**src/rtl/midi_to_cv_mono_converter_top_defines.svh**
```systemverilog
// Assertion macros shared by the converter RTL.
// Included by files that carry concurrent checks; no dependencies.
`ifndef MIDI_TO_CV_MONO_CONVERTER_TOP_DEFINES_SVH
`define MIDI_TO_CV_MONO_CONVERTER_TOP_DEFINES_SVH

// Implication checked on every clock edge outside reset
`define M2C_ASSERT_IMP(label, ante, cons) \
    label: assert property (@(posedge clk) disable iff (!rst_n) (ante) |-> (cons)) \
        else $error("assertion failed");

// Next-cycle implication
`define M2C_ASSERT_NXT(label, ante, cons) \
    label: assert property (@(posedge clk) disable iff (!rst_n) (ante) |=> (cons)) \
        else $error("assertion failed");

`endif

```
**src/rtl/m2c_pkg.sv**
```systemverilog
// Shared types and constants for the MIDI-to-CV converter.
// No dependencies.
package m2c_pkg;

    localparam logic [7:0] SYSEX_START = 8'hF0;
    localparam logic [7:0] SYSEX_END   = 8'hF7;
    localparam logic [6:0] CC_RESET_ALL = 7'h79;

    localparam logic [2:0] OP_NONE  = 3'd0;
    localparam logic [2:0] OP_OFF   = 3'd1;
    localparam logic [2:0] OP_ON    = 3'd2;
    localparam logic [2:0] OP_RST   = 3'd3;
    localparam logic [2:0] OP_BEND  = 3'd4;
    localparam logic [2:0] OP_TICK  = 3'd5;

    // Classified command passed from the parser to the voice engine
    typedef struct packed {
        logic [2:0] op;
        logic [6:0] note;
        logic [6:0] vel;
        logic [9:0] bend;
    } cmd_t;

endpackage

```
**src/rtl/m2c_parser.sv**
```systemverilog
// Front end: MIDI byte parser with running status and SysEx skip.
// Depends on m2c_pkg.
module m2c_parser
    import m2c_pkg::*;
(
    input  logic       clk,
    input  logic       rst_n,
    input  logic [3:0] listen_channel,
    input  logic       in_valid,
    output logic       in_ready,
    input  logic       mode,
    input  logic [7:0] midi_byte,
    output logic       cmd_valid,
    input  logic       cmd_ready,
    output cmd_t       cmd
);

    logic [7:0] status_reg, status_next;
    logic [3:0] chan_reg, chan_next;
    logic       chan_ok_reg, chan_ok_next;
    logic [3:0] kind_reg, kind_next;
    logic       idx_reg, idx_next;
    logic       two_reg, two_next;
    logic [6:0] first_reg, first_next;
    logic       full_reg;
    cmd_t       cmd_reg, cmd_next;
    logic       take;
    logic [9:0] t;
    logic [12:0] t5;

    // one-entry queue toward the back end
    assign in_ready  = !full_reg || cmd_ready;
    assign take      = in_valid && in_ready;
    assign cmd_valid = full_reg;
    assign cmd       = cmd_reg;

    // bend target arithmetic: (1023 - (lsb/16 + msb*8)) * 5 / 32
    always_comb
    begin
        t  = 10'd1023 - ({midi_byte[6:0], 3'd0} + {7'd0, first_reg[6:4]});
        t5 = {3'd0, t} + {1'b0, t, 2'd0};
    end

    // classify
    always_comb
    begin
        status_next  = status_reg;
        chan_next    = chan_reg;
        chan_ok_next = chan_ok_reg;
        kind_next    = kind_reg;
        idx_next     = idx_reg;
        two_next     = two_reg;
        first_next   = first_reg;
        cmd_next     = '0;
        cmd_next.op  = OP_NONE;
        if (mode)
        begin
            cmd_next.op = OP_TICK;
        end
        else if (status_reg == SYSEX_START)
        begin
            if (midi_byte == SYSEX_END)
                status_next = SYSEX_END;
        end
        else if (midi_byte > SYSEX_START)
        begin
            status_next = midi_byte;
            two_next = 1'b0;
            idx_next = 1'b0;
        end
        else if (midi_byte == SYSEX_START)
        begin
            status_next = SYSEX_START;
        end
        else if (midi_byte[7])
        begin
            status_next  = midi_byte;
            chan_next    = midi_byte[3:0];
            chan_ok_next = 1'b1;
            kind_next    = midi_byte[7:4];
            two_next     = !(midi_byte[7:4] == 4'hC || midi_byte[7:4] == 4'hD);
            idx_next     = 1'b0;
        end
        else if (!idx_reg && two_reg)
        begin
            first_next = midi_byte[6:0];
            idx_next   = 1'b1;
        end
        else
        begin
            idx_next = 1'b0;
            if (!idx_reg)
                first_next = midi_byte[6:0];
            if (status_reg < SYSEX_START && chan_ok_reg && chan_reg == listen_channel)
            begin
                cmd_next.note = idx_reg ? first_reg : midi_byte[6:0];
                cmd_next.vel  = midi_byte[6:0];
                cmd_next.bend = {2'd0, t5[12:5]};
                case (kind_reg)
                    4'h8: cmd_next.op = OP_OFF;
                    4'h9: cmd_next.op = (midi_byte[6:0] == 7'd0) ? OP_OFF : OP_ON;
                    4'hB: cmd_next.op = ((idx_reg ? first_reg : midi_byte[6:0]) == CC_RESET_ALL)
                                        ? OP_RST : OP_NONE;
                    4'hE: cmd_next.op = OP_BEND;
                    default: cmd_next.op = OP_NONE;
                endcase
            end
        end
    end

    always_ff @(posedge clk or negedge rst_n)
    begin
        if (!rst_n)
        begin
            status_reg  <= '0;
            chan_reg    <= '0;
            chan_ok_reg <= 1'b0;
            kind_reg    <= '0;
            idx_reg     <= 1'b0;
            two_reg     <= 1'b0;
            first_reg   <= '0;
            full_reg    <= 1'b0;
        end
        else
        begin
            if (take)
            begin
                status_reg  <= status_next;
                chan_reg    <= chan_next;
                chan_ok_reg <= chan_ok_next;
                kind_reg    <= kind_next;
                idx_reg     <= idx_next;
                two_reg     <= two_next;
                first_reg   <= first_next;
            end
            if (take)
                full_reg <= 1'b1;
            else if (cmd_ready)
                full_reg <= 1'b0;
        end
    end

    always_ff @(posedge clk)
    begin
        if (take)
            cmd_reg <= cmd_next;
    end

endmodule

```
**src/rtl/m2c_voice.sv**
```systemverilog
// Back end: sorted note table, pitch/gate and bend slew.
// Depends on m2c_pkg.
module m2c_voice
    import m2c_pkg::*;
#(
    parameter int NOTE_SLOTS = 8
)
(
    input  logic       clk,
    input  logic       rst_n,
    input  logic       cmd_valid,
    output logic       cmd_ready,
    input  cmd_t       cmd,
    output logic       out_valid,
    input  logic       out_ready,
    output logic [7:0] pitch_cv,
    output logic       gate,
    output logic [9:0] bend_cv
);

    localparam int CW = $clog2(NOTE_SLOTS + 1);
    localparam int IW = (NOTE_SLOTS > 1) ? $clog2(NOTE_SLOTS) : 1;

    localparam logic [1:0] ST_IDLE = 2'd0;
    localparam logic [1:0] ST_SCAN = 2'd1;
    localparam logic [1:0] ST_MOVE = 2'd2;
    localparam logic [1:0] ST_DONE = 2'd3;

    logic [6:0]    notes_reg [NOTE_SLOTS];
    logic [CW-1:0] count_reg;
    logic [CW-1:0] k_reg;
    logic [CW-1:0] pos_reg;
    logic          found_reg;
    logic [1:0]    state_reg;
    cmd_t          cur_reg;
    logic [7:0]    pitch_reg;
    logic          gate_reg;
    logic [9:0]    target_reg;
    logic [9:0]    level_reg;
    logic          ovalid_reg;
    logic [6:0]    cur_note;
    logic [6:0]    top_now;
    logic [7:0]    pitch_now;
    logic [CW-1:0] newcnt;

    assign cmd_ready = (state_reg == ST_IDLE) && (!ovalid_reg || out_ready);
    assign out_valid = ovalid_reg;
    assign pitch_cv  = pitch_reg;
    assign gate      = gate_reg;
    assign bend_cv   = level_reg;

    assign cur_note  = notes_reg[k_reg[IW-1:0]];
    assign top_now   = notes_reg[0];
    assign pitch_now = (top_now > 7'd11) ? {top_now - 7'd11, 1'b0} : 8'd2;
    assign newcnt    = (count_reg == CW'(NOTE_SLOTS)) ? count_reg : count_reg + 1'b1;

    always_ff @(posedge clk or negedge rst_n)
    begin
        if (!rst_n)
        begin
            state_reg  <= ST_IDLE;
            count_reg  <= '0;
            pitch_reg  <= 8'd255;
            gate_reg   <= 1'b0;
            target_reg <= 10'd512;
            level_reg  <= '0;
            ovalid_reg <= 1'b0;
            k_reg      <= '0;
            pos_reg    <= '0;
            found_reg  <= 1'b0;
        end
        else
        begin
            if (ovalid_reg && out_ready)
                ovalid_reg <= 1'b0;
            case (state_reg)
                ST_IDLE:
                begin
                    if (cmd_valid && cmd_ready)
                    begin
                        k_reg     <= '0;
                        found_reg <= 1'b0;
                        pos_reg   <= count_reg;
                        case (cmd.op)
                            OP_TICK:
                            begin
                                if (level_reg > target_reg)
                                    level_reg <= level_reg - 1'b1;
                                else if (level_reg < target_reg)
                                    level_reg <= level_reg + 1'b1;
                                state_reg <= ST_DONE;
                            end
                            OP_RST:
                            begin
                                count_reg  <= '0;
                                gate_reg   <= 1'b0;
                                target_reg <= 10'd512;
                                state_reg  <= ST_DONE;
                            end
                            OP_BEND:
                            begin
                                target_reg <= cmd.bend;
                                state_reg  <= ST_DONE;
                            end
                            OP_ON, OP_OFF: state_reg <= ST_SCAN;
                            default: state_reg <= ST_DONE;
                        endcase
                    end
                end
                // walk the table one slot per cycle
                ST_SCAN:
                begin
                    if (cur_reg.op == OP_OFF)
                    begin
                        if (k_reg >= count_reg)
                        begin
                            if (found_reg)
                            begin
                                count_reg <= count_reg - 1'b1;
                                if (count_reg == CW'(1))
                                    gate_reg <= 1'b0;
                                else
                                begin
                                    pitch_reg <= pitch_now;
                                end
                            end
                            state_reg <= ST_DONE;
                        end
                        else
                        begin
                            if (found_reg)
                                notes_reg[k_reg[IW-1:0] - 1'b1] <= cur_note;
                            if (cur_note == cur_reg.note)
                                found_reg <= 1'b1;
                            k_reg <= k_reg + 1'b1;
                        end
                    end
                    else
                    begin
                        if (k_reg >= count_reg)
                        begin
                            state_reg <= ST_MOVE;
                            k_reg <= newcnt - 1'b1;
                        end
                        else if (cur_note == cur_reg.note)
                        begin
                            pitch_reg <= pitch_now;
                            gate_reg  <= 1'b1;
                            state_reg <= ST_DONE;
                        end
                        else if (cur_reg.note > cur_note)
                        begin
                            pos_reg   <= k_reg;
                            k_reg     <= newcnt - 1'b1;
                            state_reg <= ST_MOVE;
                        end
                        else
                            k_reg <= k_reg + 1'b1;
                    end
                end
                // shift down and insert, one slot per cycle
                ST_MOVE:
                begin
                    if (pos_reg >= CW'(NOTE_SLOTS))
                    begin
                        gate_reg  <= 1'b1;
                        pitch_reg <= pitch_now;
                        state_reg <= ST_DONE;
                    end
                    else if (k_reg > pos_reg)
                    begin
                        notes_reg[k_reg[IW-1:0]] <= notes_reg[k_reg[IW-1:0] - 1'b1];
                        k_reg <= k_reg - 1'b1;
                    end
                    else
                    begin
                        notes_reg[pos_reg[IW-1:0]] <= cur_reg.note;
                        count_reg <= newcnt;
                        found_reg <= 1'b1;
                        pos_reg   <= CW'(NOTE_SLOTS);
                    end
                end
                ST_DONE:
                begin
                    ovalid_reg <= 1'b1;
                    state_reg  <= ST_IDLE;
                end
                default: state_reg <= ST_IDLE;
            endcase
        end
    end

    always_ff @(posedge clk)
    begin
        if (cmd_valid && cmd_ready)
            cur_reg <= cmd;
    end

endmodule

```
**src/rtl/midi_to_cv_mono_converter_top.sv**
```systemverilog
// MIDI-to-CV mono converter, high-note priority. Each word (a MIDI byte or a
// slew tick) gives one result word. The front parser classifies each byte into
// a registered command; the back engine walks the sorted note table one slot
// per cycle, so a note word takes longer there (table walk and shift) than
// other words.
// Depends on m2c_pkg, m2c_parser, m2c_voice and the shared defines header.
`include "midi_to_cv_mono_converter_top_defines.svh"
module midi_to_cv_mono_converter_top
    import m2c_pkg::*;
#(
    parameter int NOTE_SLOTS = 8
)
(
    input  logic       clk,
    input  logic       rst_n,
    input  logic       cfg_valid,
    output logic       cfg_ready,
    input  logic [3:0] cfg_data,
    input  logic       in_valid,
    output logic       in_ready,
    input  logic       mode,
    input  logic [7:0] midi_byte,
    output logic       out_valid,
    input  logic       out_ready,
    output logic [7:0] pitch_cv,
    output logic       gate,
    output logic [9:0] bend_cv
);

    logic [3:0] chan_reg;
    logic       cmd_valid;
    logic       cmd_ready;
    cmd_t       cmd;

    assign cfg_ready = 1'b1;

    // channel register
    always_ff @(posedge clk or negedge rst_n)
    begin
        if (!rst_n)
            chan_reg <= '0;
        else if (cfg_valid)
            chan_reg <= cfg_data;
    end

    m2c_parser u_parser (
        .clk(clk), .rst_n(rst_n), .listen_channel(chan_reg),
        .in_valid(in_valid), .in_ready(in_ready), .mode(mode), .midi_byte(midi_byte),
        .cmd_valid(cmd_valid), .cmd_ready(cmd_ready), .cmd(cmd)
    );

    m2c_voice #(.NOTE_SLOTS(NOTE_SLOTS)) u_voice (
        .clk(clk), .rst_n(rst_n), .cmd_valid(cmd_valid), .cmd_ready(cmd_ready),
        .cmd(cmd), .out_valid(out_valid), .out_ready(out_ready),
        .pitch_cv(pitch_cv), .gate(gate), .bend_cv(bend_cv)
    );

    `M2C_ASSERT_NXT(a_out_hold, out_valid && !out_ready, out_valid && $stable(bend_cv))
    `M2C_ASSERT_IMP(a_pitch_even, out_valid && gate, !pitch_cv[0])
    `M2C_ASSERT_NXT(a_bend_step, cmd_valid && cmd_ready, $stable(bend_cv) || $past(cmd.op) == OP_TICK)

endmodule
```
**config.mk**
```make
export PLATFORM = sky130hd
export DESIGN_NAME = midi_to_cv_mono_converter_top
export DESIGN_NICKNAME = d
export VERILOG_FILES = /design/src/rtl/m2c_pkg.sv /design/src/rtl/m2c_parser.sv /design/src/rtl/m2c_voice.sv /design/src/rtl/midi_to_cv_mono_converter_top.sv
export VERILOG_INCLUDE_DIRS = /design/src /design/src/rtl
export SDC_FILE = /design/constraint.sdc
export NUM_CORES = 1
export LEC_CHECK = 0
export ABC_AREA = 0
export ABC_CLOCK_PERIOD_IN_PS = 7100
export BUFFER_PORTS_ARGS = -buffer_cell sky130_fd_sc_hd__buf_2
export CAP_MARGIN = 20
export CORE_UTILIZATION = 60
export DETAILED_ROUTE_END_ITERATION = 7
export PLACE_DENSITY = 0.85
export SETUP_SLACK_MARGIN = 0.3
export SLEW_MARGIN = 30
export SYNTH_ARGS = -nofsm -noshare
export SYNTH_HDL_FRONTEND = slang
export SYNTH_HIERARCHICAL = 1
export SYNTH_SLANG_ARGS = --single-unit
```
**constraint.sdc**
```tcl
create_clock -name clk -period 7.1 [get_ports clk]
set_clock_uncertainty 0.15 [all_clocks]
set_input_delay 0.355 -clock clk [delete_from_list [all_inputs] [get_ports clk]]
set_output_delay 0.355 -clock clk [all_outputs]
set_load 0.1 [all_outputs]
```
# Word level (Yosys, flattened, before mapping)
# Memory sizes are Yosys's and may differ from the RTL's.
# Index checks and enable logic that the tools add are counted.
[classes]
n_addsub = 12
magnitude_cmp = 9
n_eq_ne = 48
n_mux = 108
n_bitwise = 6
n_reduce_logical = 46
[op_table]
columns = ["op", "count"]
rows = [
  ["two-way mux 27 bit", 6],
  ["two-way mux 8 bit", 13],
  ["two-way mux 4 bit", 23],
  ["two-way mux 1 bit", 39],
  ["one-hot mux 4 bit (3 select lines)", 3],
  ["equality test 4 bit, second input constant", 7],
  ["two-way mux 7 bit", 4],
  ["equality test 8 bit, second input constant", 3],
  ["OR reduction 7 bit", 3],
  ["two-way mux 10 bit", 2],
  ["two-way mux 2 bit", 10],
  ["one-hot mux 10 bit (2 select lines)", 1],
  ["AND reduction 6 bit", 3],
  ["inequality test 2 x 1 -> 1 bit, second input constant", 8],
  ["inequality test 2 bit, second input constant", 8],
  ["one-hot mux 8 bit (2 select lines)", 1],
  ["AND reduction 4 bit", 4],
  ["AND reduction 8 bit", 2],
  ["AND reduction 7 bit", 2],
  ["adder 10 x 12 -> 13 bit", 1],
  ["inequality test 3 bit, second input constant", 4],
  ["one-hot mux 3 bit (4 select lines)", 1],
  ["nonzero test 2 bit", 6],
  ["subtractor 4 x 1 -> 4 bit, second input constant", 3],
  ["45 further kinds", 72],
]
[totals]
register_bits = 106
mem_bits_rw = 56
inputBits = 18
out_inout_bits = 22
wordCells = 256
mem_count = 1
[mem_list]
columns = ["memory", "words", "width", "read_ports", "rd_ports_with_merged_regs", "wr", "line", "text"]
rows = [
  ["u_voice.notes_reg", 8, 7, 3, 0, 1, "m2c_voice.sv:29", "logic [6:0] notes_reg [NOTE_SLOTS];"],
]

# Longest topological paths before layout
[depth]
depth_word = 10
ltp_mapped = 15

# Cells and area by module
# Netlist, hierarchy kept.
[by_module_without_submodules]
columns = ["mod", "n_inst", "cells_each", "area_per_inst_um2"]
rows = [
  ["m2c_voice", 1, 567, 6672.6],
  ["m2c_parser", 1, 230, 2603.7],
  ["midi_to_cv_mono_converter_top", 1, 10, 156.4],
]

# Worst setup path after synthesis
# OpenSTA, ideal clock, no wires.
[synth_timing]
kind = "register to register"
from = "reg u_voice.level_reg[5] (netlist: u_voice/bend_cv[5])"
to = "reg u_voice.level_reg[9] (netlist: u_voice/bend_cv[9])"
arrival_ps = 3943
path_slack_ps = 2848
stages_incl_launch_ff = 15
n_path_buf = 0
path_cell_list = "dfrtp_1 -> ha_1 -> a21oi_1 -> o21ai_0 -> a2111o_1 -> o21ai_0 -> inv_1 -> ha_1 -> a211oi_1 -> o21ai_0 -> o31ai_1 -> o21ai_0 -> nor3b_1 -> o21ai_0 -> xnor2_1"
[synth_via]
elab_chain_len = 3
word_cells_on_any_way = 8
[synth_rtl]
columns = ["element", "line", "text"]
rows = [
  ["start: declaration", "m2c_voice.sv:39", "logic [9:0] level_reg;"],
  ["start signal: assignment", "m2c_voice.sv:88", "level_reg <= level_reg - 1'b1;"],
  ["start signal: assignment", "m2c_voice.sv:90", "level_reg <= level_reg + 1'b1;"],
  ["adder 10 x 1 -> 10 bit (tied with other cells)", "m2c_voice.sv:90", ""],
  ["two-way mux 10 bit / nonzero test 2 bit (equally long branches)", "-", ""],
  ["two-way mux 10 bit / AND reduction 4 bit (equally long branches)", "-", ""],
]
# Several ways; a longest one is shown, not always the timed one. The select of a mux whose other input is x is not followed.
# A chain may end at the register's enable or synchronous reset.

# Worst setup path in the final report
[layout_timing]
from = "reg u_voice.k_reg[1]"
to = "mem u_voice.notes_reg[3][2] (enable)"
[layout_via]
elab_chain_len = 9
word_cells_on_any_way = 24
[layout_rtl]
columns = ["element", "line", "text"]
rows = [
  ["start: declaration", "m2c_voice.sv:31", "logic [CW-1:0] k_reg;"],
  ["start signal: assignment", "m2c_voice.sv:135", "k_reg <= k_reg + 1'b1;"],
  ["start signal: assignment", "m2c_voice.sv:143", "k_reg <= newcnt - 1'b1;"],
  ["start signal: assignment", "m2c_voice.sv:154", "k_reg <= newcnt - 1'b1;"],
  ["greater-than comparator 4 bit", "m2c_voice.sv:170", "else if (k_reg > pos_reg)"],
  ["two-way mux 1 bit", "m2c_voice.sv:170", ""],
  ["two-way mux 1 bit", "m2c_voice.sv:164", "if (pos_reg >= CW'(NOTE_SLOTS))"],
  ["two-way mux 1 bit", "m2c_voice.sv:76", "case (state_reg)"],
  ["logical AND 1 bit (implied by the code)", "m2c_voice.sv:172", "notes_reg[k_reg[IW-1:0]] <= notes_reg[k_reg[IW-1:0] - 1'b1];"],
  ["two-way mux 1 bit (implied by the code)", "m2c_voice.sv:172", ""],
  ["OR reduction 7 bit (no line)", "-", ""],
  ["two-way mux 3 bit (no line) / two-way mux 1 bit (equally long branches) (2 in series)", "-", ""],
  ["end: declaration", "m2c_voice.sv:29", ""],
]
# Several ways; a longest one is shown, not always the timed one.

==> results.py <==
metrics = {
    "sta": {
        "setup_viol": 0,
        "slew_headroom": 0.335,
        "grt_setup_unrepaired": "no",
        "layout_setup_ws_ns": 2.72,
        "tightest_slew_ns": 0.998,
        "hold_viol": 0,
        "fin_crit_sh": 0.617,
        "fmax_ghz": 0.228,
        "slew_violations": 0,
        "finalSetupTns_ns": 0,
        "timing.final.crit_period_ns": 4.38,
    },
    "route": {
        "firstDrtPassIters": 5,
        "wl_per_cell_microns": 20.8,
        "drt_iter0_drc": 660,
        "viasPerCell": 6.62,
        "postRouteWirelength_mm": 21.1,
        "vias": 6730,
        "drc": 0,
        "detail-route-antenna-nets": 0,
    },
    "status": {
        "status": "finished clean",
    },
    "worst_setup_path": {
        "criticalPathCategory": "reg -> reg",
        "cpPeakStageDelay_ns": 1.00,
        "required_ns": 6.99,
        "path_cells": "ha_1 -> nor2b_1 -> o21ai_0 -> a32o_1 -> nor2_1 -> a21oi_1 -> o21ai_0 -> nor3_1",
        "reg2reg_depth": 8,
        "cp.arrival_ns": 4.27,
        "worstPathMaxFanout": 23,
        "crit_top_cell": "o21ai_0",
        "endpoint_kind": "flop",
        "cpMaxStageDelayCell": "dfrtp_1",
        "start_kind": "flop",
    },
    "die": {
        "io_pins": 40,
        "initial_core_util": 0.624,
        "die_y_microns": 126,
        "die-area_sq_mm": 0.0158,
        "fp.dieW_microns": 126,
        "core_sq_mm": 0.0148,
        "std_cell_rows": 44,
    },
    "synth": {
        "netlist_area_sq_mm": 0.00920,
        "synth_warnings": 6,
        "syn_area_per_cell_sq_um": 11.6,
        "synth_cells": 795,
    },
    "job": {
        "drv_cap": 0,
    },
    "power_and_ir_drop": {
        "cellLeakagePower_uw": 0.00402,
        "irDropWorstVdd_mv": 0.262,
        "p_per_area_mw_per_mm2": 437,
    },
    "layout": {
        "final_common_cell": "edfxtp_1",
        "largest_register_ffs": 56,
        "fin_nets": 888,
        "drive_above_1_share": 0.193,
        "final_cells": 1017,
        "fin_area_sq_mm": 0.0101,
        "syn_to_final_growth_pct": 10.2,
        "n_antenna_cell": 0,
        "final_cell_mix": "84 x edfxtp_1, 65 x dfrtp_1, 58 x nand2_1",
    },
    "place": {
        "gp_congestion": 0.883,
        "dp_hpwl_mm": 14.2,
        "port_buffers": 38,
        "dp_cells": 984,
        "dp_slack_ns": 2.57,
        "placed_cell_area_sq_mm": 0.00947,
    },
    "clocking": {
        "clock_path_buffers": 2,
        "path_clk_slew_ns": 0.06,
        "cts_resized": 0,
        "cts_setup_buffers": 0,
        "tritoncts": "built",
        "cts_root_buf": "clkbuf_16",
        "worst_skew_pair.late_latency_ns": 0.42,
        "cts_sinks": 159,
        "numCtsBuffers": 17,
        "htreeDepth": 4,
    },
    "global_route": {
        "grt_pass1_wl_mm": 33.8,
        "grt_pass1_vias": 6517,
        "antenna_found_initial": 0,
        "grt-ovfl-total": 0,
        "grt_max_degree": 61,
        "grt_use_total": 0.278,
    },
    "worst_hold_path": {
        "whs_path_depth": 2,
        "worstHoldPathType": "in -> reg",
    },
}
worst paths after layout:
path | end | slack [ns] | startpoint
max | u_voice/notes_reg[3][2] | 2.72 | u_voice/k_reg[1]
min | chan_reg[1] | 0.02 | cfg_data[1]
max reg2reg | u_voice/notes_reg[3][2] | 2.72 | u_voice/k_reg[1]
min reg2reg | u_voice/cur_reg[18] | 0.27 | u_parser/cmd[18]
max in group asynchronous | u_voice/k_reg[0] | 5.44 | rst_n
min in group asynchronous | u_voice/target_reg[8] | 0.19 | rst_n
worst max-delay path, delay by kind of cell (launching register included):
kind / cells / cell delay, ns
AND/OR/NAND/NOR: 3 / 1.12
flip-flops: 1 / 1.00
adder cells (fa/ha/maj): 1 / 0.39
AO/OA/AOI/OAI: 4 / 1.34
repair_timing:
action | 4_1_cts | 5_1_grt
hold buffers | 1 | 0
endpoints found under the setup margin | 0 | 0
hold endpoints to repair | 15 | 0
routing by layer:
metal,routed length (microns),GRT usage,up-vias
met5,0,0,-
met4,870,0.155,0
met3,1560,0.0595,84
met2,10300,0.444,367
met1,8380,0.357,3268
li1,-,-,3011
metrics by stage:
| stage | hold WS (ns) | total power [uW] | util |
|---|---|---|---|
| floorplan | -0.0906 | 2990 | - |
| global placement | 0.0929 | 3340 | 0.642 |
| detailed placement | 0.0899 | 3410 | 0.642 |
| CTS | 0.000616 | 4400 | 0.685 |
| global route | 0.00963 | 4670 | 0.687 |
| finish | 0.0152 | 4430 | 0.687 |
final cells by class:
| class | instances | area (sq um) |
|---|---|---|
| fill | 995 | 4610 |
| multi-input combinational | 549 | 4460 |
| sequential | 159 | 4410 |
| clock buffer | 19 | 433 |
| timing repair buffer | 43 | 233 |
| tap | 184 | 230 |
| clock inverter | 13 | 188 |
| inverter | 50 | 188 |
power by group:
part	internal (uW)	switching (uW)
registers	1280	236
clock network	591	364
logic	704	1260
total	2580	1860
Power figures use the tool's default switching activity.
